## config.mk

```make
export PLATFORM = sky130hd
export DESIGN_NAME = local_to_utc_date_time_shift_flat
export DESIGN_NICKNAME = d
export VERILOG_FILES = /design/src/rtl/ltu_pkg.sv /design/src/rtl/ltu_if.sv /design/src/rtl/local_to_utc_date_time_shift.sv /design/src/flat_wrapper.sv
export SDC_FILE = /design/constraint.sdc
export NUM_CORES = 1
export LEC_CHECK = 0
export BUFFER_PORTS_ARGS = -buffer_cell sky130_fd_sc_hd__buf_2
export CORE_UTILIZATION = 40
export CTS_CLUSTER_DIAMETER = 80
export CTS_CLUSTER_SIZE = 30
export DETAILED_ROUTE_END_ITERATION = 16
export PLACE_DENSITY = 0.56
export SYNTH_ARGS = -nofsm -noshare
export SYNTH_HDL_FRONTEND = slang
export SYNTH_SLANG_ARGS = --single-unit
```

## constraint.sdc

```tcl
create_clock -name clk_i -period 5.3 [get_ports clk_i]
set_input_delay 1.06 -clock clk_i [delete_from_list [all_inputs] [get_ports clk_i]]
set_output_delay 1.06 -clock clk_i [all_outputs]
set_load 0.05 [all_outputs]
```

## src/rtl/ltu_pkg.sv

```systemverilog
// Shared types, constants and calendar helpers for the local-to-UTC date/time shifter.
// Has no dependencies. The top level and the bench import it.
package ltu_pkg;

  localparam int unsigned YearW   = 7;
  localparam int unsigned MonthW  = 4;
  localparam int unsigned DayW    = 5;
  localparam int unsigned HourW   = 5;
  localparam int unsigned MinuteW = 6;
  localparam int unsigned SecondW = 6;
  localparam int unsigned TzW     = 8;
  localparam int unsigned WdayW   = 3;
  localparam int unsigned TotalW  = 13;  // signed minute count of the day, -1905..3843
  localparam int unsigned TodW    = 11;  // minute of day after the day steps, 0..1439

  localparam logic signed [TotalW-1:0] MinPerDay     = 13'sd1440;
  localparam logic signed [TotalW-1:0] MinPerQuarter = 13'sd15;
  localparam logic [YearW-1:0]         YearMax       = 7'd127;
  localparam logic [MonthW-1:0]        MonthJan      = 4'd1;
  localparam logic [MonthW-1:0]        MonthFeb      = 4'd2;
  localparam logic [MonthW-1:0]        MonthDec      = 4'd12;

  typedef struct packed {
    logic [YearW-1:0]  year;
    logic [MonthW-1:0] month;
    logic [DayW-1:0]   day;
  } date_t;

  typedef struct packed {
    date_t                     date;
    logic signed [TotalW-1:0]  total;
    logic [SecondW-1:0]        second;
  } shift_t;

  typedef struct packed {
    date_t               date;
    logic [SecondW-1:0]  second;
    logic [TodW-1:0]     tod;
    logic [HourW-1:0]    hour_est;
    logic [7:0]          wsum;
  } split_t;

  typedef struct packed {
    date_t               date;
    logic [SecondW-1:0]  second;
    logic [HourW-1:0]    hour;
    logic [MinuteW-1:0]  minute;
    logic [WdayW-1:0]    weekday;
  } result_t;

  // Days in a month; months outside 1..12 count 31 days.
  function automatic logic [DayW-1:0] days_of(logic [YearW-1:0] year,
                                              logic [MonthW-1:0] month);
    logic [DayW-1:0] len;
    case (month)
      4'd2:                      len = (year[1:0] == 2'b00) ? 5'd29 : 5'd28;
      4'd4, 4'd6, 4'd9, 4'd11:   len = 5'd30;
      default:                   len = 5'd31;
    endcase
    return len;
  endfunction

  // Sakamoto month offset; 0 for months outside 1..12.
  function automatic logic [2:0] dow_offset(logic [MonthW-1:0] month);
    logic [2:0] off;
    case (month)
      4'd2, 4'd6:          off = 3'd3;
      4'd3, 4'd11:         off = 3'd2;
      4'd4:                off = 3'd5;
      4'd7:                off = 3'd5;
      4'd8:                off = 3'd1;
      4'd9, 4'd12:         off = 3'd4;
      4'd10:               off = 3'd6;
      default:             off = 3'd0;
    endcase
    return off;
  endfunction

  function automatic date_t step_back(date_t d);
    date_t n;
    n = d;
    if (d.day > 5'd1) begin
      n.day = d.day - 5'd1;
    end else begin
      if (d.month > MonthJan) begin
        n.month = d.month - 4'd1;
      end else begin
        n.month = MonthDec;
        if (d.year != '0) n.year = d.year - 7'd1;
      end
      n.day = days_of(n.year, n.month);
    end
    return n;
  endfunction

  function automatic date_t step_fwd(date_t d);
    date_t n;
    n = d;
    if (d.day < days_of(d.year, d.month)) begin
      n.day = d.day + 5'd1;
    end else begin
      n.day = 5'd1;
      if (d.month < MonthDec) begin
        n.month = d.month + 4'd1;
      end else begin
        n.month = MonthJan;
        if (d.year < YearMax) n.year = d.year + 7'd1;
      end
    end
    return n;
  endfunction

  // Move at most one day toward the range 0..1439 minutes.
  function automatic shift_t day_shift(shift_t s);
    shift_t n;
    n = s;
    if (s.total < 0) begin
      n.date  = step_back(s.date);
      n.total = s.total + MinPerDay;
    end else if (s.total >= MinPerDay) begin
      n.date  = step_fwd(s.date);
      n.total = s.total - MinPerDay;
    end
    return n;
  endfunction

endpackage

```

## src/rtl/ltu_if.sv

```systemverilog
// Valid/ready channel interfaces for local time items in and UTC items out.
// No dependencies beyond the widths written here.
interface ltu_in_if;
  logic              valid;
  logic              ready;
  logic [6:0]        year_in;
  logic [3:0]        month_in;
  logic [4:0]        day_in;
  logic [4:0]        hour_in;
  logic [5:0]        minute_in;
  logic [5:0]        second_in;
  logic signed [7:0] tz_quarters;

  modport source (output valid, year_in, month_in, day_in, hour_in, minute_in,
                  second_in, tz_quarters, input ready);
  modport sink   (input valid, year_in, month_in, day_in, hour_in, minute_in,
                  second_in, tz_quarters, output ready);
endinterface

interface ltu_out_if;
  logic       valid;
  logic       ready;
  logic [6:0] year_out;
  logic [3:0] month_out;
  logic [4:0] day_out;
  logic [4:0] hour_out;
  logic [5:0] minute_out;
  logic [5:0] second_out;
  logic [2:0] weekday;

  modport source (output valid, year_out, month_out, day_out, hour_out, minute_out,
                  second_out, weekday, input ready);
  modport sink   (input valid, year_out, month_out, day_out, hour_out, minute_out,
                  second_out, weekday, output ready);
endinterface

```

## src/rtl/local_to_utc_date_time_shift.sv

```systemverilog
// Local-to-UTC calendar shift: five-stage pipeline, one item in and one out per cycle
// while the output channel is ready; an item is registered in stages 1 to 5 in turn.
// Throughput: 1 item per cycle; each stage holds one item and frees itself when the
// stage after it moves, so a stalled output fills the pipeline before input stops.
// Reset: rst_ni (async, active low) clears all stage valid bits; payloads are not reset.
// Depends on ltu_pkg and the ltu_in_if / ltu_out_if interfaces.
module local_to_utc_date_time_shift
  import ltu_pkg::*;
(
  input  logic       clk_i,
  input  logic       rst_ni,
  ltu_in_if.sink     in_i,
  ltu_out_if.source  out_o
);

  // Stage valid bits and per-stage advance enables.
  logic v1_q, v2_q, v3_q, v4_q, v5_q;
  logic en1, en2, en3, en4, en5;

  shift_t  s1_d, s1_q, s2_d, s2_q, s3_d, s3_q;
  split_t  s4_d, s4_q;
  result_t s5_d, s5_q;

  // A stage takes a new item when empty or when its own item moves on.
  assign en5 = !v5_q || out_o.ready;
  assign en4 = !v4_q || en5;
  assign en3 = !v3_q || en4;
  assign en2 = !v2_q || en3;
  assign en1 = !v1_q || en2;
  assign in_i.ready = en1;

  // Stage 1: minute of day minus the zone offset, as a signed count.
  logic [TotalW-1:0] hm;
  logic [TotalW-1:0] tz_x;
  always_comb begin
    hm   = ({8'd0, in_i.hour_in} * 13'd60) + {7'd0, in_i.minute_in};
    tz_x = {{(TotalW-TzW){in_i.tz_quarters[TzW-1]}}, in_i.tz_quarters};
    s1_d.date.year  = in_i.year_in;
    s1_d.date.month = in_i.month_in;
    s1_d.date.day   = in_i.day_in;
    s1_d.second     = in_i.second_in;
    s1_d.total      = $signed(hm) - ($signed(tz_x) * MinPerQuarter);
  end

  // Stages 2 and 3: at most two whole days are crossed in either direction,
  // so two single-day steps bring the count into 0..1439.
  assign s2_d = day_shift(s1_q);
  assign s3_d = day_shift(s2_q);

  // Stage 4: estimate the hour and build the weekday sum.
  // hour_est = floor(tod*17/1024) is the true hour or one below it.
  // The weekday sum folds Sakamoto's constants: 2000+500-20+5 is a multiple
  // of 7, and years from 2100 up lose one more for the century term.
  logic [TodW-1:0]   tod;
  logic [14:0]       hprod;
  logic              jan_feb;
  logic signed [8:0] yy, yq;
  logic [9:0]        ws;
  always_comb begin
    tod     = s3_q.total[TodW-1:0];
    hprod   = {4'd0, tod} * 15'd17;
    jan_feb = (s3_q.date.month == MonthJan) || (s3_q.date.month == MonthFeb);
    yy      = $signed({2'b00, s3_q.date.year}) - $signed({8'd0, jan_feb});
    yq      = yy >>> 2;
    ws      = 10'(yy) + 10'(yq) + {7'd0, dow_offset(s3_q.date.month)}
              + {5'd0, s3_q.date.day} + 10'd7 - {9'd0, (yy >= 9'sd100)};
    s4_d.date     = s3_q.date;
    s4_d.second   = s3_q.second;
    s4_d.tod      = tod;
    s4_d.hour_est = hprod[14:10];
    s4_d.wsum     = ws[7:0];
  end

  // Stage 5: correct the hour estimate and reduce the weekday sum mod 7
  // by folding octal digits (8 is 1 mod 7).
  logic [TodW-1:0] rem;
  logic [4:0]      f1;
  logic [3:0]      f2;
  logic [3:0]      wmod;
  always_comb begin
    rem = s4_q.tod - ({6'd0, s4_q.hour_est} * 11'd60);
    s5_d.date   = s4_q.date;
    s5_d.second = s4_q.second;
    if (rem >= 11'd60) begin
      s5_d.hour   = s4_q.hour_est + 5'd1;
      s5_d.minute = 6'(rem - 11'd60);
    end else begin
      s5_d.hour   = s4_q.hour_est;
      s5_d.minute = rem[MinuteW-1:0];
    end
    f1   = {3'd0, s4_q.wsum[7:6]} + {2'd0, s4_q.wsum[5:3]} + {2'd0, s4_q.wsum[2:0]};
    f2   = {2'd0, f1[4:3]} + {1'b0, f1[2:0]};
    wmod = (f2 >= 4'd7) ? (f2 - 4'd7) : f2;
    s5_d.weekday = wmod[2:0] + 3'd1;
  end

  // Valid bits: cleared by reset, advanced with their stage.
  always_ff @(posedge clk_i or negedge rst_ni) begin
    if (!rst_ni) begin
      v1_q <= 1'b0;
      v2_q <= 1'b0;
      v3_q <= 1'b0;
      v4_q <= 1'b0;
      v5_q <= 1'b0;
    end else begin
      if (en1) v1_q <= in_i.valid;
      if (en2) v2_q <= v1_q;
      if (en3) v3_q <= v2_q;
      if (en4) v4_q <= v3_q;
      if (en5) v5_q <= v4_q;
    end
  end

  // Payload: load on advance, hold otherwise.
  always_ff @(posedge clk_i) begin
    if (en1) s1_q <= s1_d;
    if (en2) s2_q <= s2_d;
    if (en3) s3_q <= s3_d;
    if (en4) s4_q <= s4_d;
    if (en5) s5_q <= s5_d;
  end

  assign out_o.valid      = v5_q;
  assign out_o.year_out   = s5_q.date.year;
  assign out_o.month_out  = s5_q.date.month;
  assign out_o.day_out    = s5_q.date.day;
  assign out_o.hour_out   = s5_q.hour;
  assign out_o.minute_out = s5_q.minute;
  assign out_o.second_out = s5_q.second;
  assign out_o.weekday    = s5_q.weekday;

  // An accepted item always lands in stage 1.
  a_accept_lands: assert property (@(posedge clk_i) disable iff (!rst_ni)
    (in_i.valid && in_i.ready) |=> v1_q)
    else $error("accepted item did not enter stage 1");

  // Time of day leaving the pipeline is always normalized.
  a_time_range: assert property (@(posedge clk_i) disable iff (!rst_ni)
    v5_q |-> (s5_q.hour < 5'd24) && (s5_q.minute < 6'd60))
    else $error("result time of day out of range");

  // Weekday is 1..7.
  a_weekday_range: assert property (@(posedge clk_i) disable iff (!rst_ni)
    v5_q |-> (s5_q.weekday != 3'd0))
    else $error("result weekday out of range");

  // After the day steps the minute count is inside one day.
  a_day_steps_done: assert property (@(posedge clk_i) disable iff (!rst_ni)
    v3_q |-> (s3_q.total >= 0) && (s3_q.total < MinPerDay))
    else $error("minute count not normalized after two day steps");

endmodule

```

## src/flat_wrapper.sv

```systemverilog
// flat-port wrapper written by rule: the top's interface ports become plain ports
module local_to_utc_date_time_shift_flat import ltu_pkg::*;
  (clk_i, rst_ni, in_i_valid, in_i_year_in, in_i_month_in, in_i_day_in, in_i_hour_in, in_i_minute_in, in_i_second_in, in_i_tz_quarters, in_i_ready, out_o_valid, out_o_year_out, out_o_month_out, out_o_day_out, out_o_hour_out, out_o_minute_out, out_o_second_out, out_o_weekday, out_o_ready);
  ltu_in_if in_i_i ();
  ltu_out_if out_o_i ();
  input  logic clk_i;
  input  logic rst_ni;
  input wire logic [$bits(in_i_i.valid)-1:0] in_i_valid;
  input wire logic [$bits(in_i_i.year_in)-1:0] in_i_year_in;
  input wire logic [$bits(in_i_i.month_in)-1:0] in_i_month_in;
  input wire logic [$bits(in_i_i.day_in)-1:0] in_i_day_in;
  input wire logic [$bits(in_i_i.hour_in)-1:0] in_i_hour_in;
  input wire logic [$bits(in_i_i.minute_in)-1:0] in_i_minute_in;
  input wire logic [$bits(in_i_i.second_in)-1:0] in_i_second_in;
  input wire logic [$bits(in_i_i.tz_quarters)-1:0] in_i_tz_quarters;
  output wire logic [$bits(in_i_i.ready)-1:0] in_i_ready;
  output wire logic [$bits(out_o_i.valid)-1:0] out_o_valid;
  output wire logic [$bits(out_o_i.year_out)-1:0] out_o_year_out;
  output wire logic [$bits(out_o_i.month_out)-1:0] out_o_month_out;
  output wire logic [$bits(out_o_i.day_out)-1:0] out_o_day_out;
  output wire logic [$bits(out_o_i.hour_out)-1:0] out_o_hour_out;
  output wire logic [$bits(out_o_i.minute_out)-1:0] out_o_minute_out;
  output wire logic [$bits(out_o_i.second_out)-1:0] out_o_second_out;
  output wire logic [$bits(out_o_i.weekday)-1:0] out_o_weekday;
  input wire logic [$bits(out_o_i.ready)-1:0] out_o_ready;
  assign in_i_i.valid = in_i_valid;
  assign in_i_i.year_in = in_i_year_in;
  assign in_i_i.month_in = in_i_month_in;
  assign in_i_i.day_in = in_i_day_in;
  assign in_i_i.hour_in = in_i_hour_in;
  assign in_i_i.minute_in = in_i_minute_in;
  assign in_i_i.second_in = in_i_second_in;
  assign in_i_i.tz_quarters = in_i_tz_quarters;
  assign in_i_ready = in_i_i.ready;
  assign out_o_valid = out_o_i.valid;
  assign out_o_year_out = out_o_i.year_out;
  assign out_o_month_out = out_o_i.month_out;
  assign out_o_day_out = out_o_i.day_out;
  assign out_o_hour_out = out_o_i.hour_out;
  assign out_o_minute_out = out_o_i.minute_out;
  assign out_o_second_out = out_o_i.second_out;
  assign out_o_weekday = out_o_i.weekday;
  assign out_o_i.ready = out_o_ready;
  local_to_utc_date_time_shift u_core (.clk_i(clk_i), .rst_ni(rst_ni), .in_i(in_i_i), .out_o(out_o_i));
endmodule
```

==> results of run 1 <==
sequential cells by signal (all words and copies together) (netlist names), 3 cells and up, named ones only:
name                     flops
u_core.out_o.month_out       4
u_core.s2_q                 35
u_core.s4_q                 46
u_core.s1_q                 35
u_core.s3_q                 33
u_core.out_o.second_out      6
u_core.out_o.hour_out        5
u_core.out_o.minute_out      6
u_core.out_o.day_out         5
u_core.out_o.year_out        7
u_core.out_o.weekday         3
worst register-to-register path: cells and delay by family (launching register included):
| family | cells | cell delay [ns] |
|---|---|---|
| AO/OA/AOI/OAI | 3 | 0.36 |
| XOR/XNOR | 3 | 0.46 |
| adder cells (fa/ha/maj) | 8 | 2.47 |
| buffers and inverters | 2 | 0.10 |
| flip-flops | 1 | 0.43 |
| AND/OR/NAND/NOR | 6 | 0.87 |
layout make-up:
class	count	area, um2	share of cell area
sequential	193	5740	0.387
clock buffer	17	425	0.0287
timing repair buffer	118	681	0.0459
tap	435	544	0.0367
clock inverter	15	180	0.0122
inverter	134	503	0.0339
multi-input combinational	796	6750	0.455
per-layer routing:
layer,GRT usage,vias to the layer above,wire [um]
li1,-,4349,-
met1,0.200,3968,11600
met2,0.239,127,10700
met3,0.0249,11,655
met4,0.0313,0,172
met5,0,-,0
layout by cell type (no fill, tap or decap), types with 9 or more instances in the layout:
cell         n
ha_1       138
mux2i_1     10
nand2_1     65
nand3_1     24
o21a_1      18
nor4_1      11
nand4_1     12
xnor2_1     63
fa_1        43
a21oi_1     46
nor3_1      26
a31oi_1     15
edfxtp_1   185
inv_1      132
buf_4       36
buf_2       82
clkbuf_16   17
a21o_1      12
nand2b_1    12
o31ai_1      9
o21ai_0     33
nor2_1      68
xor2_1      31
how the worst max path moves through the flow:
stage,depth (start not counted),endpoint
floorplan,18,u_core.s1_q[18]
detailed placement,20,u_core.s1_q[17]
global placement,20,u_core.s1_q[17]
global route,22,u_core.s4_q[7]
finish,17,u_core.s1_q[17]
CTS,22,u_core.s4_q[7]
through the flow:
step / TNS [ns] / hold slack [ns] / utilization / setup WS, ns
2_1_floorplan: 0 / 0.400 / - / 0.0159
3_3_place_gp: -0.696 / 0.401 / 0.443 / -0.288
3_5_place_dp: -0.728 / 0.405 / 0.443 / -0.325
4_1_cts: 0 / 0.411 / 0.462 / 0.0960
5_1_grt: 0 / 0.403 / 0.465 / 0.00904
6_report: 0 / 0.420 / 0.465 / 0.212
what timing repair did:
| item | CTS | global route |
|---|---|---|
| setup endpoints to repair | 0 | 3 |
| endpoints found under the hold margin | 0 | 0 |
| gates resized for setup | 0 | 14 |
| buffers inserted | 0 | 4 |
logic make-up after synthesis:
logic type | Yosys count
muxes | 16
xor gates and xnor gates | 97
buffers and inverters | 165
AOI/OAI and AO/OA | 216
DFF | 193
and+or+nand+nor | 281
adders and majority gates | 186
==> results.sh, run 1 <==
export IMPL_area_growth_syn_to_layout_pct=13.5
export IMPL_path_class="input pin to flip-flop"
export IMPL_wire_per_inst_um=13.5
export IMPL_synth_area_leader_cell="edfxtp_1"
export IMPL_synth_xor_area_frac=0.0656
export IMPL_io_pins=83
export IMPL_grt_max_degree=48
export IMPL_worstPathRequired_ns=5.58
export IMPL_yosys_warnings=0
export IMPL_via_per_inst=4.95
export IMPL_clock_latency_ns=0.44
export IMPL_synthDistinctLibCells=90
export IMPL_startpoint="in_i_hour_in[0]"
export IMPL_endpoint_kind="flip-flop"
export IMPL_layout_cells_non_filler=1708
export IMPL_min_period_ns=5.09
export IMPL_synthAdderAreaFrac=0.204
export IMPL_die_area_um2=33400
export IMPL_crit_family="adder cells"
export IMPL_fp_dieH_um=183
export IMPL_hp_class="flip-flop to flip-flop"
export IMPL_core_area_um2=31900
export IMPL_clock_path_buffers=2
export IMPL_grt_pass1_wl_um=39300
export IMPL_status="complete, no violations"
export IMPL_dp_cells=1672
export IMPL_drt_initial_drc_count=364
export IMPL_synth_nets=1385
export IMPL_wl_um=23100
export IMPL_root_buffer="clkbuf_16"
export IMPL_avgSynthCellArea_um2=11.3
export IMPL_setup_viol=0
export IMPL_start_util=0.410
export IMPL_drv_cap=0
export IMPL_io_buffers=82
export IMPL_ys_flop_type="edfxtp_1"
export IMPL_min_delay_worst_endpoint="u_core.s4_q[29]"
export IMPL_skew_ns=0.0172
export IMPL_drive_gt1_frac=0.158
export IMPL_grt_usage=0.145
export IMPL_placed_cell_area_um2=14100
export IMPL_insertedDiodeCount=0
export IMPL_async_flop_share=0.0259
export IMPL_path_common_cell="fa_1"
export IMPL_cpPeakStageDelay_ns=0.55
export IMPL_nets=1491
export IMPL_grt_ovfl_total=0
export IMPL_grt_pass1_vias=8192
export IMPL_ys_ff_latch=193
export IMPL_syn_inst=1154
export IMPL_drc=0
export IMPL_worst_r2r_startpoint="u_core.s3_q[25]"
export IMPL_synth_most_common_cell="edfxtp_1"
export IMPL_synth_common_cells="edfxtp_1 (185), ha_1 (141), inv_1 (133), nor2_1 (69), nand2_1 (66)"
export IMPL_rsz0062_at_grt="no"
export IMPL_slew_headroom=0.269
export IMPL_die_w_um=183
export IMPL_path_max_fanout=3
export IMPL_cts_tree="built"
export IMPL_ys_top_cells_by_area="edfxtp_1 (43%), ha_1 (14%), fa_1 (6.9%)"
export IMPL_cts_num_sinks=193
export IMPL_fmax_ghz=0.197
export IMPL_cp_num_buf_inv=5
export IMPL_rr_endpoint="u_core.s4_q[7]"
export IMPL_worstMarginPinSlew_ns=1.09
export IMPL_synth_simple_area_share=0.112
export IMPL_synth_edf_count=185
export IMPL_cp_arrival_ns=5.37
export IMPL_dp_hpwl_um=17900
export IMPL_synth_top_family_by_area="adder cells"
export IMPL_post_route_cell_area_um2=14800
export IMPL_routabilityCongestion=0.810
export IMPL_min_delay_start="u_core.s3_q[5]"
export IMPL_drtAntennaViolNets=0
export IMPL_critPathLaunchType="input pin"
export IMPL_hold_viol=0
export IMPL_h_tree_depth=4
export IMPL_worstRegToRegCells=22
export IMPL_holdPathStages=0
export IMPL_clk_pin_slew_ns=0.08
export IMPL_antenna_found_initial=0
export IMPL_seq_area_frac_synth=0.439
export IMPL_crit_chain="buf_2 -> fa_1 -> inv_1 -> fa_1 -> fa_1 -> inv_1 -> ha_1 -> buf_4 -> xor2_1 -> fa_1 -> inv_1 -> ha_1 -> o21a_1 -> o31a_1 -> o41ai_2 -> or4b_1 -> o211ai_1"
export IMPL_num_rows=65
export IMPL_critPathSlowestCell="fa_1"
export IMPL_synth_compound_area_frac=0.117
export IMPL_fin_crit_sh=0.960
export IMPL_netlist_area_leader_share=0.425
export IMPL_finalMaxSlewViolations=0
export IMPL_nFillCells=3012
export IMPL_r2r_setup_slack_ns=0.35
export IMPL_syn_area_um2=13100
export IMPL_cts_hold_buf=0
export IMPL_drt_pass1_iterations=5
export IMPL_yosys_mux_area_fraction=0.0134
export IMPL_cts_made_buffers=17
export IMPL_via_count=8455
Power of run 1 is not shown: default switching activity piles up to over one toggle a cycle in this logic, so the estimate is an artifact.
==> run 2, diff against run 1 <==
--- a/config.mk
+++ b/config.mk
@@ -6,6 +6,7 @@
 export NUM_CORES = 1
 export LEC_CHECK = 0
 export BUFFER_PORTS_ARGS = -buffer_cell sky130_fd_sc_hd__buf_2
+export CORE_MARGIN = 2
 export CORE_UTILIZATION = 40
 export CTS_CLUSTER_DIAMETER = 80
 export CTS_CLUSTER_SIZE = 30
==> results.sh, run 2 (synthesis results as in run 1) <==
export IMPL_clk_pin_slew_ns=0.08
export IMPL_cpPeakStageDelay_ns=0.55
export IMPL_nets=1486
export IMPL_hp_class="flip-flop to flip-flop"
export IMPL_path_class="input pin to flip-flop"
export IMPL_wl_um=22900
export IMPL_h_tree_depth=4
export IMPL_drc=0
export IMPL_via_per_inst=4.96
export IMPL_holdWs_ns=0.407
export IMPL_dp_cells=1677
export IMPL_drive_gt1_frac=0.155
export IMPL_largestRegisters="u_core.s4_q: 46 flops, u_core.s1_q: 35 flops, u_core.s2_q: 35 flops"
export IMPL_layout_cells_non_filler=1710
export IMPL_grt_usage=0.141
export IMPL_min_delay_worst_endpoint="u_core.s3_q[1]"
export IMPL_die_w_um=185
export IMPL_drt_pass1_iterations=5
export IMPL_cts_hold_buf=0
export IMPL_min_period_ns=5.08
export IMPL_clock_path_buffers=2
export IMPL_cp_arrival_ns=5.35
export IMPL_drtAntennaViolNets=0
export IMPL_area_growth_syn_to_layout_pct=13.4
export IMPL_cts_made_buffers=17
export IMPL_final_common_cell="edfxtp_1"
export IMPL_critPathSlowestCell="fa_1"
export IMPL_grt_max_degree=48
export IMPL_skew_ns=0.0154
export IMPL_drt_initial_drc_count=567
export IMPL_critPathLaunchType="input pin"
export IMPL_regMostFlops="u_core.s4_q"
export IMPL_grt_pass1_vias=8280
export IMPL_insertedDiodeCount=0
export IMPL_worstMarginPinSlew_ns=1.07
export IMPL_fmax_ghz=0.197
export IMPL_holdPathStages=0
export IMPL_mostFrequentLayoutCells="edfxtp_1 (185), ha_1 (137), inv_1 (133), buf_2 (82), nor2_1 (67)"
export IMPL_crit_chain="buf_2 -> fa_1 -> inv_1 -> fa_1 -> fa_1 -> inv_1 -> ha_4 -> o21ai_1 -> nand2b_1 -> xnor2_1 -> fa_1 -> inv_1 -> ha_1 -> o21a_1 -> o31a_1 -> o41ai_2 -> or4b_4 -> o211ai_1"
export IMPL_setup_viol=0
export IMPL_hold_viol=0
export IMPL_dp_hpwl_um=17800
export IMPL_via_count=8482
export IMPL_worstRegToRegCells=22
export IMPL_rsz0062_at_grt="no"
export IMPL_cts_tree="built"
export IMPL_routabilityCongestion=0.816
export IMPL_largest_reg_flops=46
export IMPL_root_buffer="clkbuf_16"
export IMPL_cts_num_sinks=193
export IMPL_num_rows=66
export IMPL_path_common_cell="fa_1"
export IMPL_start_util=0.404
export IMPL_post_route_cell_area_um2=14800
export IMPL_drv_cap=0
export IMPL_io_pins=83
export IMPL_worst_r2r_startpoint="u_core.s3_q[24]"
export IMPL_fin_crit_sh=0.958
export IMPL_endpoint_kind="flip-flop"
export IMPL_antenna_found_initial=0
export IMPL_rr_endpoint="u_core.s4_q[7]"
export IMPL_slew_headroom=0.282
export IMPL_status="complete, no violations"
export IMPL_min_delay_start="u_core.s2_q[1]"
export IMPL_placed_cell_area_um2=14100
export IMPL_io_buffers=82
export IMPL_path_max_fanout=3
export IMPL_fp_dieH_um=185
export IMPL_core_area_um2=32400
export IMPL_r2r_setup_slack_ns=0.39
export IMPL_finalMaxSlewViolations=0
export IMPL_die_area_um2=34100
export IMPL_worstPathRequired_ns=5.58
export IMPL_wire_per_inst_um=13.4
export IMPL_grt_ovfl_total=0
export IMPL_startpoint="in_i_hour_in[2]"
export IMPL_clock_latency_ns=0.43
export IMPL_grt_pass1_wl_um=39300
-- run 2: cell types whose count changed in the layout (fill, tap and decap cells not counted), moves of 2 or more --
cell	previous run	this run
a21oi_1	46	44
a21oi_2	0	2
buf_4	36	31
clkinvlp_4	2	0
o21ai_0	33	31
o21ai_1	5	7
-- run 2: how the worst max path moves through the flow --
stage,to,cells after the start
2_1_floorplan,u_core.s1_q[18],18
3_3_place_gp,u_core.s1_q[17],20
3_5_place_dp,u_core.s1_q[17],20
4_1_cts,u_core.s1_q[17],20
5_1_grt,u_core.s1_q[17],18
6_report,u_core.s1_q[17],18
-- run 2: routing by layer --
layer | up-vias | wire length [um] | track usage
met4 | 0 | 222 | 0.0324
met1 | 3988 | 11400 | 0.195
li1 | 4347 | - | -
met5 | - | 0 | 0
met3 | 18 | 638 | 0.0204
met2 | 129 | 10700 | 0.233
-- run 2: layout make-up --
cell class,count,area (um2)
Clock buffer,18,429
Clock inverter,14,185
Fill cell,3059,17600
Inverter,134,503
Multi-Input combinational cell,796,6760
Sequential cell,193,5740
Tap cell,442,553
Timing Repair Buffer,113,643
-- run 2: what timing repair did --
item	4_1_cts	5_1_grt
hold endpoints to repair	0	0
gates resized for setup	0	18
endpoints found under the setup margin	0	4
buffers inserted	0	1
-- run 2: metrics by stage --
step           utilization  setup slack, ns  TNS (ns)
2_1_floorplan            -           0.0159         0
3_3_place_gp         0.437           -0.267    -0.683
3_5_place_dp         0.437           -0.323    -0.866
4_1_cts              0.456            0.114         0
5_1_grt              0.458          0.00375         0
6_report             0.458            0.223         0
-- run 2: worst max-delay path, delay by kind of cell --
family          cells  cell delay (ns)
buf+inv             4             0.27
compound gates      5             0.70
simple gates        2             0.62
fa+ha+maj           6             2.55
xor+xnor            1             0.16
Power of run 2 is left out for the same reason.
==> run 3, diff against run 2 <==
==> constraint.sdc (replaced) <==
create_clock -name clk_i -period 6.2 [get_ports clk_i]
set_input_delay 1.24 -clock clk_i [delete_from_list [all_inputs] [get_ports clk_i]]
set_output_delay 1.24 -clock clk_i [all_outputs]
set_load 0.05 [all_outputs]
==> results.sh, run 3 (synthesis results as in run 1) <==
export IMPL_root_buffer="clkbuf_16"
export IMPL_drt_initial_drc_count=561
export IMPL_wire_per_inst_um=13.4
export IMPL_cts_hold_buf=0
export IMPL_rsz0062_at_grt="no"
export IMPL_num_rows=66
export IMPL_fp_dieH_um=185
export IMPL_dp_cells=1656
export IMPL_worstMarginPinSlew_ns=1.06
export IMPL_grt_usage=0.142
export IMPL_mostFrequentLayoutCells="edfxtp_1 (185), ha_1 (141), inv_1 (133), buf_2 (82), nor2_1 (69)"
export IMPL_drv_cap=0
export IMPL_cp_arrival_ns=5.59
export IMPL_largestRegisters="u_core.s4_q: 46 flops, u_core.s1_q: 35 flops, u_core.s2_q: 35 flops"
export IMPL_cts_tree="built"
export IMPL_largest_reg_flops=46
export IMPL_drc=0
export IMPL_cts_resized=0
export IMPL_antenna_found_initial=0
export IMPL_start_util=0.404
export IMPL_critPathLaunchType="input pin"
export IMPL_skew_ns=0.0166
export IMPL_startpoint="in_i_hour_in[0]"
export IMPL_h_tree_depth=4
export IMPL_status="complete, no violations"
export IMPL_layout_cells_non_filler=1688
export IMPL_fmax_ghz=0.185
export IMPL_wl_um=22600
export IMPL_cts_num_sinks=193
export IMPL_grt_pass1_wl_um=39100
export IMPL_area_growth_syn_to_layout_pct=11.5
export IMPL_worstPathRequired_ns=6.38
export IMPL_die_w_um=185
export IMPL_insertedDiodeCount=0
export IMPL_drt_pass1_iterations=5
export IMPL_setup_viol=0
export IMPL_via_count=8304
export IMPL_finalMaxSlewViolations=0
export IMPL_min_period_ns=5.41
export IMPL_cts_made_buffers=17
export IMPL_io_pins=83
export IMPL_fin_crit_sh=0.872
export IMPL_placed_cell_area_um2=14000
export IMPL_via_per_inst=4.92
export IMPL_holdWs_ns=0.406
export IMPL_fin_tns_setup_ns=0
export IMPL_die_area_um2=34100
export IMPL_hold_viol=0
export IMPL_drtAntennaViolNets=0
export IMPL_postCtsSetupBuffers=0
export IMPL_core_area_um2=32400
export IMPL_regMostFlops="u_core.s4_q"
export IMPL_grt_max_degree=48
export IMPL_slew_headroom=0.290
export IMPL_path_max_fanout=5
export IMPL_grt_ovfl_total=0
export IMPL_nets=1464
export IMPL_final_common_cell="edfxtp_1"
export IMPL_post_route_cell_area_um2=14600
export IMPL_clock_latency_ns=0.43
export IMPL_path_class="input pin to flip-flop"
export IMPL_dp_hpwl_um=17700
export IMPL_hp_class="flip-flop to flip-flop"
export IMPL_min_delay_start="u_core.s2_q[1]"
export IMPL_clk_pin_slew_ns=0.08
export IMPL_endpoint_kind="flip-flop"
export IMPL_drive_gt1_frac=0.129
export IMPL_worst_r2r_startpoint="u_core.s3_q[24]"
export IMPL_io_buffers=82
export IMPL_clock_path_buffers=2
export IMPL_grt_pass1_vias=8066
export IMPL_routabilityCongestion=0.822
run 3: cell count changes in the layout (fill, tap and decap cells not counted), sizes merged:
cell / before / now
clkinvlp: 0 / 1
clkinv: 8 / 5
buf: 113 / 91
inv: 139 / 141
run 3: critical path, stage by stage:
cell and delay, ns:
buf_2 0.13, fa_1 0.56, inv_1 0.05, fa_1 0.47, fa_1 0.50, inv_1 0.04
ha_1 0.30, nor2b_1 0.14, o21a_1 0.19, and3_1 0.21, xnor2_1 0.14, fa_1 0.48
inv_1 0.04, ha_1 0.36, o21ai_0 0.11, o31ai_1 0.12, o41a_1 0.36, xnor2_1 0.14
run 3: layout make-up:
cell class,instances,area (um2)
repair buffers,91,478
multi-input cells,796,6690
flip-flops and latches,193,5740
clock buffers,18,439
fillers,3085,17800
well taps,442,553
inverters,134,503
clock inverters,14,160
run 3: final timing paths:
check,end,slack (ns),cells past startpoint
min in group asynchronous,u_core.v3_q,0.62,1
min reg2reg,u_core.s3_q[1],0.41,0
min,u_core.s3_q[1],0.41,0
max in group asynchronous,u_core.v1_q,5.43,1
max,u_core.s1_q[18],0.79,18
max reg2reg,u_core.s4_q[7],1.08,22
run 3: metrics by stage:
stage | utilization | worst slack (ns)
after floorplan | - | 0.718
after global placement | 0.431 | 0.378
after detailed placement | 0.431 | 0.342
after CTS | 0.450 | 0.805
after global routing | 0.450 | 0.505
final | 0.450 | 0.793
run 3: per-layer routing:
metal  part of all wire  routed length [um]  track usage
met5                  0                   0            0
met4             0.0076                 172       0.0302
met2               0.47               10500        0.233
met1               0.50               11300        0.198
met3              0.028                 628       0.0223
Power of run 3 is left out for the same reason.
